**src/rtl/core/turing_machine_step_top_macros.svh**
```systemverilog
// ----------------------------------------------------------------------------
// turing machine step assertion macros
// concurrent checks on a clock with a synchronous active-high reset
// ----------------------------------------------------------------------------
`ifndef TURING_MACHINE_STEP_TOP_MACROS_SVH
`define TURING_MACHINE_STEP_TOP_MACROS_SVH

`ifndef ASSERT_OFF

// condition implies consequence in the same cycle
`define TMS_ASSERT_IMPLY(label, clk, rst, cond, cons) \
   label: assert property (@(posedge clk) disable iff (rst) (cond) |-> (cons)) \
      else $error("assertion failed: same-cycle implication");

// condition implies consequence in the next cycle
`define TMS_ASSERT_NEXT(label, clk, rst, cond, cons) \
   label: assert property (@(posedge clk) disable iff (rst) (cond) |=> (cons)) \
      else $error("assertion failed: next-cycle implication");

`else

`define TMS_ASSERT_IMPLY(label, clk, rst, cond, cons)
`define TMS_ASSERT_NEXT(label, clk, rst, cond, cons)

`endif

`endif

```
**src/rtl/core/tms_pkg.sv**
```systemverilog
// ----------------------------------------------------------------------------
// tms_pkg
// shared types and constants of the turing machine step engine
// ----------------------------------------------------------------------------
package tms_pkg;

   // action codes of a request word
   localparam logic [2:0] ACT_LOAD_RULE = 3'd0;
   localparam logic [2:0] ACT_LOAD_TAPE = 3'd1;
   localparam logic [2:0] ACT_START     = 3'd2;
   localparam logic [2:0] ACT_STEP      = 3'd3;
   localparam logic [2:0] ACT_READ_TAPE = 3'd4;

   // state character that halts the machine ('!')
   localparam logic [7:0] HALT_CHAR = 8'd33;

   // width of the rule count register
   localparam int CFG_W = 8;

   // request word
   typedef struct packed {
      logic [2:0] action;
      logic [6:0] rule_index;
      logic [7:0] rule_state;
      logic [7:0] rule_symbol;
      logic [7:0] rule_write;
      logic       rule_move_right;
      logic [7:0] rule_next;
      logic [9:0] tape_address;
      logic [7:0] tape_data;
   } tms_req_type;

   // response word
   typedef struct packed {
      logic [7:0] state_now;
      logic [9:0] head_now;
      logic       halted;
      logic [7:0] data_out;
   } tms_rsp_type;

   // one rule table entry
   typedef struct packed {
      logic [7:0] state;
      logic [7:0] symbol;
      logic [7:0] write;
      logic       move_right;
      logic [7:0] next;
   } tms_rule_type;

   // commands from controller to datapath
   typedef struct packed {
      logic accept;
      logic wrap_step;
      logic clr_wr;
      logic cnt_clr;
      logic cnt_inc;
      logic rule_wr;
      logic tape_load;
      logic rule_rd_zero;
      logic tape_rd_addr;
      logic rule_rd_srch;
      logic start_set;
      logic read_set;
      logic apply;
   } tms_cmd_type;

   // status from datapath to controller
   typedef struct packed {
      logic [2:0] action;
      logic       wrap_done;
      logic       clear_last;
      logic       srch_last;
      logic       halted;
   } tms_sts_type;

endpackage

```
**src/rtl/core/tms_ctrl.sv**
```systemverilog
// ----------------------------------------------------------------------------
// tms_ctrl
// sequencer of the turing machine step engine: tape clear, address wrap,
// rule search and the single-cycle result strobe
// ----------------------------------------------------------------------------
module tms_ctrl (
   input  logic                 clock,
   input  logic                 reset,
   input  logic                 start,
   output logic                 busy,
   output logic                 rsp_strobe,
   output tms_pkg::tms_cmd_type cmd,
   input  tms_pkg::tms_sts_type sts
);

   // state codes
   localparam logic [3:0] ST_CLEAR = 4'd0;
   localparam logic [3:0] ST_IDLE  = 4'd1;
   localparam logic [3:0] ST_WRAP  = 4'd2;
   localparam logic [3:0] ST_EXEC  = 4'd3;
   localparam logic [3:0] ST_MEMRD = 4'd4;
   localparam logic [3:0] ST_FIN   = 4'd5;
   localparam logic [3:0] ST_SRCH  = 4'd6;
   localparam logic [3:0] ST_DRAIN = 4'd7;
   localparam logic [3:0] ST_APPLY = 4'd8;
   localparam logic [3:0] ST_RESP  = 4'd9;

   logic [3:0] state_ff;
   logic [3:0] state_in;

   // handshake outputs
   assign busy       = !((state_ff == ST_IDLE) || (state_ff == ST_RESP));
   assign rsp_strobe = (state_ff == ST_RESP);

   // next state and commands
   always_comb begin
      state_in = state_ff;
      cmd      = '0;
      case (state_ff)
         ST_CLEAR: begin
            cmd.clr_wr  = 1'b1;
            cmd.cnt_inc = 1'b1;
            if (sts.clear_last) begin
               state_in = ST_IDLE;
            end
         end
         ST_IDLE, ST_RESP: begin
            if (start) begin
               cmd.accept = 1'b1;
               state_in   = ST_WRAP;
            end else begin
               state_in = ST_IDLE;
            end
         end
         ST_WRAP: begin
            cmd.wrap_step = 1'b1;
            if (sts.wrap_done) begin
               case (sts.action)
                  tms_pkg::ACT_LOAD_RULE, tms_pkg::ACT_LOAD_TAPE: begin
                     state_in = ST_EXEC;
                  end
                  tms_pkg::ACT_START, tms_pkg::ACT_READ_TAPE: begin
                     state_in = ST_MEMRD;
                  end
                  tms_pkg::ACT_STEP: begin
                     if (sts.halted) begin
                        state_in = ST_RESP;
                     end else begin
                        cmd.cnt_clr = 1'b1;
                        state_in    = ST_SRCH;
                     end
                  end
                  default: begin
                     state_in = ST_RESP;
                  end
               endcase
            end
         end
         ST_EXEC: begin
            cmd.rule_wr   = (sts.action == tms_pkg::ACT_LOAD_RULE);
            cmd.tape_load = (sts.action == tms_pkg::ACT_LOAD_TAPE);
            state_in      = ST_RESP;
         end
         ST_MEMRD: begin
            cmd.rule_rd_zero = 1'b1;
            cmd.tape_rd_addr = 1'b1;
            state_in         = ST_FIN;
         end
         ST_FIN: begin
            cmd.start_set = (sts.action == tms_pkg::ACT_START);
            cmd.read_set  = (sts.action == tms_pkg::ACT_READ_TAPE);
            state_in      = ST_RESP;
         end
         ST_SRCH: begin
            cmd.rule_rd_srch = 1'b1;
            cmd.cnt_inc      = 1'b1;
            if (sts.srch_last) begin
               state_in = ST_DRAIN;
            end
         end
         ST_DRAIN: begin
            state_in = ST_APPLY;
         end
         ST_APPLY: begin
            cmd.apply = 1'b1;
            state_in  = ST_RESP;
         end
         default: begin
            state_in = ST_IDLE;
         end
      endcase
   end

   // state register, reset starts the tape clear
   always_ff @(posedge clock) begin
      if (reset) begin
         state_ff <= ST_CLEAR;
      end else begin
         state_ff <= state_in;
      end
   end

endmodule

```
**config.mk**
```make
export PLATFORM = sky130hd
export DESIGN_NAME = tms_ctrl
export DESIGN_NICKNAME = d
export VERILOG_FILES = /design/src/rtl/core/turing_machine_step_top_macros.svh /design/src/rtl/core/tms_pkg.sv /design/src/rtl/core/tms_ctrl.sv
export SDC_FILE = /design/constraint.sdc
export NUM_CORES = 1
export LEC_CHECK = 0
export ABC_AREA = 1
export BUFFER_PORTS_ARGS = -buffer_cell sky130_fd_sc_hd__buf_4
export CAP_MARGIN = 30
export CORE_AREA = 2 2 39 41
export DETAILED_ROUTE_END_ITERATION = 12
export DIE_AREA = 0 0 41 43
export HOLD_SLACK_MARGIN = 0.03
export PLACE_DENSITY_LB_ADDON = 0.3
export SYNTH_ARGS = -nofsm -noshare
export SYNTH_HDL_FRONTEND = slang
export SYNTH_SLANG_ARGS = --single-unit
```
**constraint.sdc**
```tcl
create_clock -name clock -period 3.22 [get_ports clock]
set_input_delay 0.644 -clock clock [delete_from_list [all_inputs] [get_ports clock]]
set_output_delay 0.644 -clock clock [all_outputs]
set_load 0.02 [all_outputs]
```
* Word level (Yosys, flattened, before mapping)
Cells that the tools add are included.
Storage, ports and cells: bits in registers 4, bits in latches 0, bits in writable memories 0, bits in read-only memories 0, input port bits 10, output and inout bits 15, word-level logic and storage cells 48, memories 0
Cells by class: add/sub/neg operators 0, $mul 0, div/mod/pow operators 0, magnitude comparators 0, eq/ne operators 16, shift operators 0, muxes and demuxes 21, bitwise operators 0, reduce and logical (&&, ||, !) cells 10
Operators by type and width (number):
- one-hot mux 4 bit (7 select lines) | 1
- equality test 4 x 3 -> 1 bit (second input constant) | 4
- 2-to-1 mux 4 bit | 4
- one-hot mux 4 bit (3 select lines) | 1
- 2-to-1 mux 1 bit | 11
- equality test 4 x 2 -> 1 bit (second input constant) | 2
- equality test 4 bit (second input constant) | 2
- 2-to-1 mux 2 bit | 4
- OR reduction 2 bit | 4
- equality test 3 x 2 -> 1 bit (second input constant) | 2
- != test 2 bit (second input constant) | 3
- equality test 4 x 1 -> 1 bit (second input constant) | 1
- logical NOT 4 bit | 1
- equality test 3 x 1 -> 1 bit (second input constant) | 1
- equality test 3 bit (second input constant) | 1
- logical NOT 3 bit | 1
- AND reduction 3 bit | 1
- OR reduction 3 bit | 1
- logical NOT 1 bit | 1
- logical OR 1 bit | 1

* Longest topological paths before layout
word-level depth 5, gate-level depth with buffers 9, mapped depth without buffers 9

* Worst setup path before layout
Ideal clock, no wire load.
path kind input to output, from input sts[6] (netlist name), to output cmd[9] (netlist name), arrival time 1.464 ns, data required time 2.576 ns, setup slack 1.112 ns, cell stages on the path 3, path buffers 0, cell sequence inv_1 nand4_1 nor4_1
RTL lines:
- from (decl) | line tms_ctrl.sv:13 | input tms_pkg::tms_sts_type sts
- to (decl) | line tms_ctrl.sv:12 | output tms_pkg::tms_cmd_type cmd,

==> qor.csv <==
metric;value;unit
outcome;complete, no violations;
worst_ep_arrival_time;1380;ps
wl_per_cell;9.40;um
worst_endpoint_required_time;2580;ps
cts-root-buf;sky130_fd_sc_hd__clkbuf_4;
antenna_cells_inserted;0;
final_count_of_hold_timing_violations;0;
rsz0062_at_grt;false;
global_route.usage.total;0.150;
antenna_found_initial;0;
vias_per_cell;4.76;
final.min_clock_period;2030;ps
first_global_vias;519;
num_vias;590;
wirelength;1170;um
timing.critical_path.from_type;input port;
ys_top_cells_by_area;sky130_fd_sc_hd__dfxtp_1, sky130_fd_sc_hd__nand2_1, sky130_fd_sc_hd__nor2_1;
cts-root-to-sink-buffers;2;
die_area;0.00176;mm2
detailed_place_hpwl;1020;um
cts_made_buffers;3;
hold_class;input port to flop;
total_chip_power;0.226;mW
pwr_density_cell;330;mW/mm2
syn_area_per_cell;5.75;um2
vdd_drop_max;205;uV
grt_start_max_net_pins;8;
slew_violations;0;
synth-seq-area-share;0.170;
place_congestion;0.761;
die_width;41;um
cts_sinks;4;
gr-total-overflow;0;
worstPathMaxFanout;5;
initialDrtViolationCount;3;
power_leakage;0.367;nW
syn-cell-area;472;um2
crit_end_element;output pin;
syn_nets;92;
cts.htree.levels;1;
cts_setup_buffers;0;
cts_resized;0;
ctsHoldBuffers;0;
tritoncts;built;
ant_nets;0;
design.final.nets;120;
start_util;0.341;
yosys_register_bits;4;
setup_viol;0;
detail_route.first_pass.iterations;4;
fin_tns_setup;0;ps
post_synthesis_to_final_layout_area_growth;45.6;%
chip_height;43;um
max_slew_margin;0.825;
tightest_slew;260;ps
synth_largest_area_cell;sky130_fd_sc_hd__dfxtp_1;
drive_above_1_share;0.426;
num_io_pins;25;
biggestRegsByFlops;state_ff: 4 flops;
registers.top_by_ff_count;state_ff;
ys_warn_count;0;
final_min_period_over_clock_period;0.629;
clkSlewWorstSetupHoldPaths;40;ps
port_buffers;24;
drv_cap;0;
clock_insertion_delay_worst_skew;230;ps
synthDistinctLibCells;20;
placementRows;14;
fmaxAchievable;493;MHz
remaining_drc_errors;0;
utilization;0.496;
global_route_wire_length_before_repair;1830;um
path_type_of_the_worst_setup_path;input port to output pin;
postSynthCellCount;82;
core;0.00138;mm2
synth_top_area_share;0.170;
largest_register_ffs;4;
worst_clock_skew;1.05;ps
[power breakdown]
part / switching (mW) / total [mW] / internal, mW
clock: 0.0191 / 0.0607 / 0.0416
sequential: 0.00383 / 0.0576 / 0.0538
combinational: 0.0649 / 0.108 / 0.0431
total: 0.0878 / 0.226 / 0.139
[Yosys cell counts]
cell / n
sky130_fd_sc_hd__inv_2: 4
sky130_fd_sc_hd__o211ai_1: 1
sky130_fd_sc_hd__o21ai_0: 1
sky130_fd_sc_hd__a21oi_1: 2
sky130_fd_sc_hd__nor2_2: 4
sky130_fd_sc_hd__and2_1: 1
sky130_fd_sc_hd__buf_4: 1
sky130_fd_sc_hd__nand3_1: 6
sky130_fd_sc_hd__nand4_1: 4
sky130_fd_sc_hd__nor3_2: 1
sky130_fd_sc_hd__nor2_4: 2
sky130_fd_sc_hd__inv_1: 10
sky130_fd_sc_hd__nor4_1: 2
sky130_fd_sc_hd__nand2_1: 15
sky130_fd_sc_hd__dfxtp_1: 4
sky130_fd_sc_hd__nor3_1: 1
sky130_fd_sc_hd__nor2_1: 13
sky130_fd_sc_hd__or2_1: 2
sky130_fd_sc_hd__nand2_2: 7
sky130_fd_sc_hd__nand2_4: 1
[path summary, 6_finish.rpt]
path	cells past startpoint	slack [ps]	to	startpoint
worst max-delay path	5	1190	cmd[9]	sts[6]
worst min-delay path	2	590	state_ff[2]$_SDFFE_PP0P_	reset
worst max register to register	9	2010	state_ff[0]$_SDFFE_PP0P_	state_ff[2]$_SDFFE_PP0P_
worst min register to register	4	660	state_ff[3]$_SDFFE_PP0P_	state_ff[0]$_SDFFE_PP0P_
[cell type report]
| class | instances | area [um2] |
|---|---|---|
| inverter | 14 | 52.6 |
| timing repair buffer | 24 | 180 |
| clock buffer | 3 | 22.5 |
| tap | 16 | 20.0 |
| fill | 150 | 697 |
| multi-input combinational | 63 | 332 |
| sequential | 4 | 80.1 |
[per-layer routing]
metal / wire (um) / share of wire / GRT usage
met5: 0 / 0 / 0
met4: 11 / 0.0094 / 0.0800
met3: 64 / 0.055 / 0.0157
met2: 593 / 0.51 / 0.225
met1: 497 / 0.43 / 0.199
[through the flow]
stage	worst slack (ps)	hold WS, ps	instances	instance area [um2]
floorplan	1110	606	82	472
global placement	1200	653	121	664
detailed placement	1190	654	121	664
CTS	1190	584	124	687
global route	1080	596	124	687
finish	1190	590	124	687
[critical path, stage by stage]
cell	delay, ps
sky130_fd_sc_hd__buf_4	120
sky130_fd_sc_hd__inv_1	80
sky130_fd_sc_hd__nand4_1	130
sky130_fd_sc_hd__nor4_1	210
sky130_fd_sc_hd__buf_4	190
[kinds of logic (layout without fill, tap and decap cells)]
family	after synthesis	count (layout)	share of synthesized area
AOI/OAI and AO/OA	4	4	0.0477
DFF	4	4	0.170
and+or+nand+nor	59	59	0.655
buffers and inverters	15	41	0.127
[cells in the final DEF (no fill, tap or decap), types with 3 or more instances in the layout]
cell | synthesis | final
sky130_fd_sc_hd__buf_4 | 1 | 24
sky130_fd_sc_hd__nand2_1 | 15 | 15
sky130_fd_sc_hd__nor2_1 | 13 | 13
sky130_fd_sc_hd__inv_1 | 10 | 10
sky130_fd_sc_hd__nand2_2 | 7 | 7
sky130_fd_sc_hd__nand3_1 | 6 | 6
sky130_fd_sc_hd__inv_2 | 4 | 4
sky130_fd_sc_hd__nor2_2 | 4 | 4
sky130_fd_sc_hd__nand4_1 | 4 | 4
sky130_fd_sc_hd__dfxtp_1 | 4 | 4
sky130_fd_sc_hd__clkbuf_4 | 0 | 3
No activity file was read; power rests on OpenSTA's default activity.
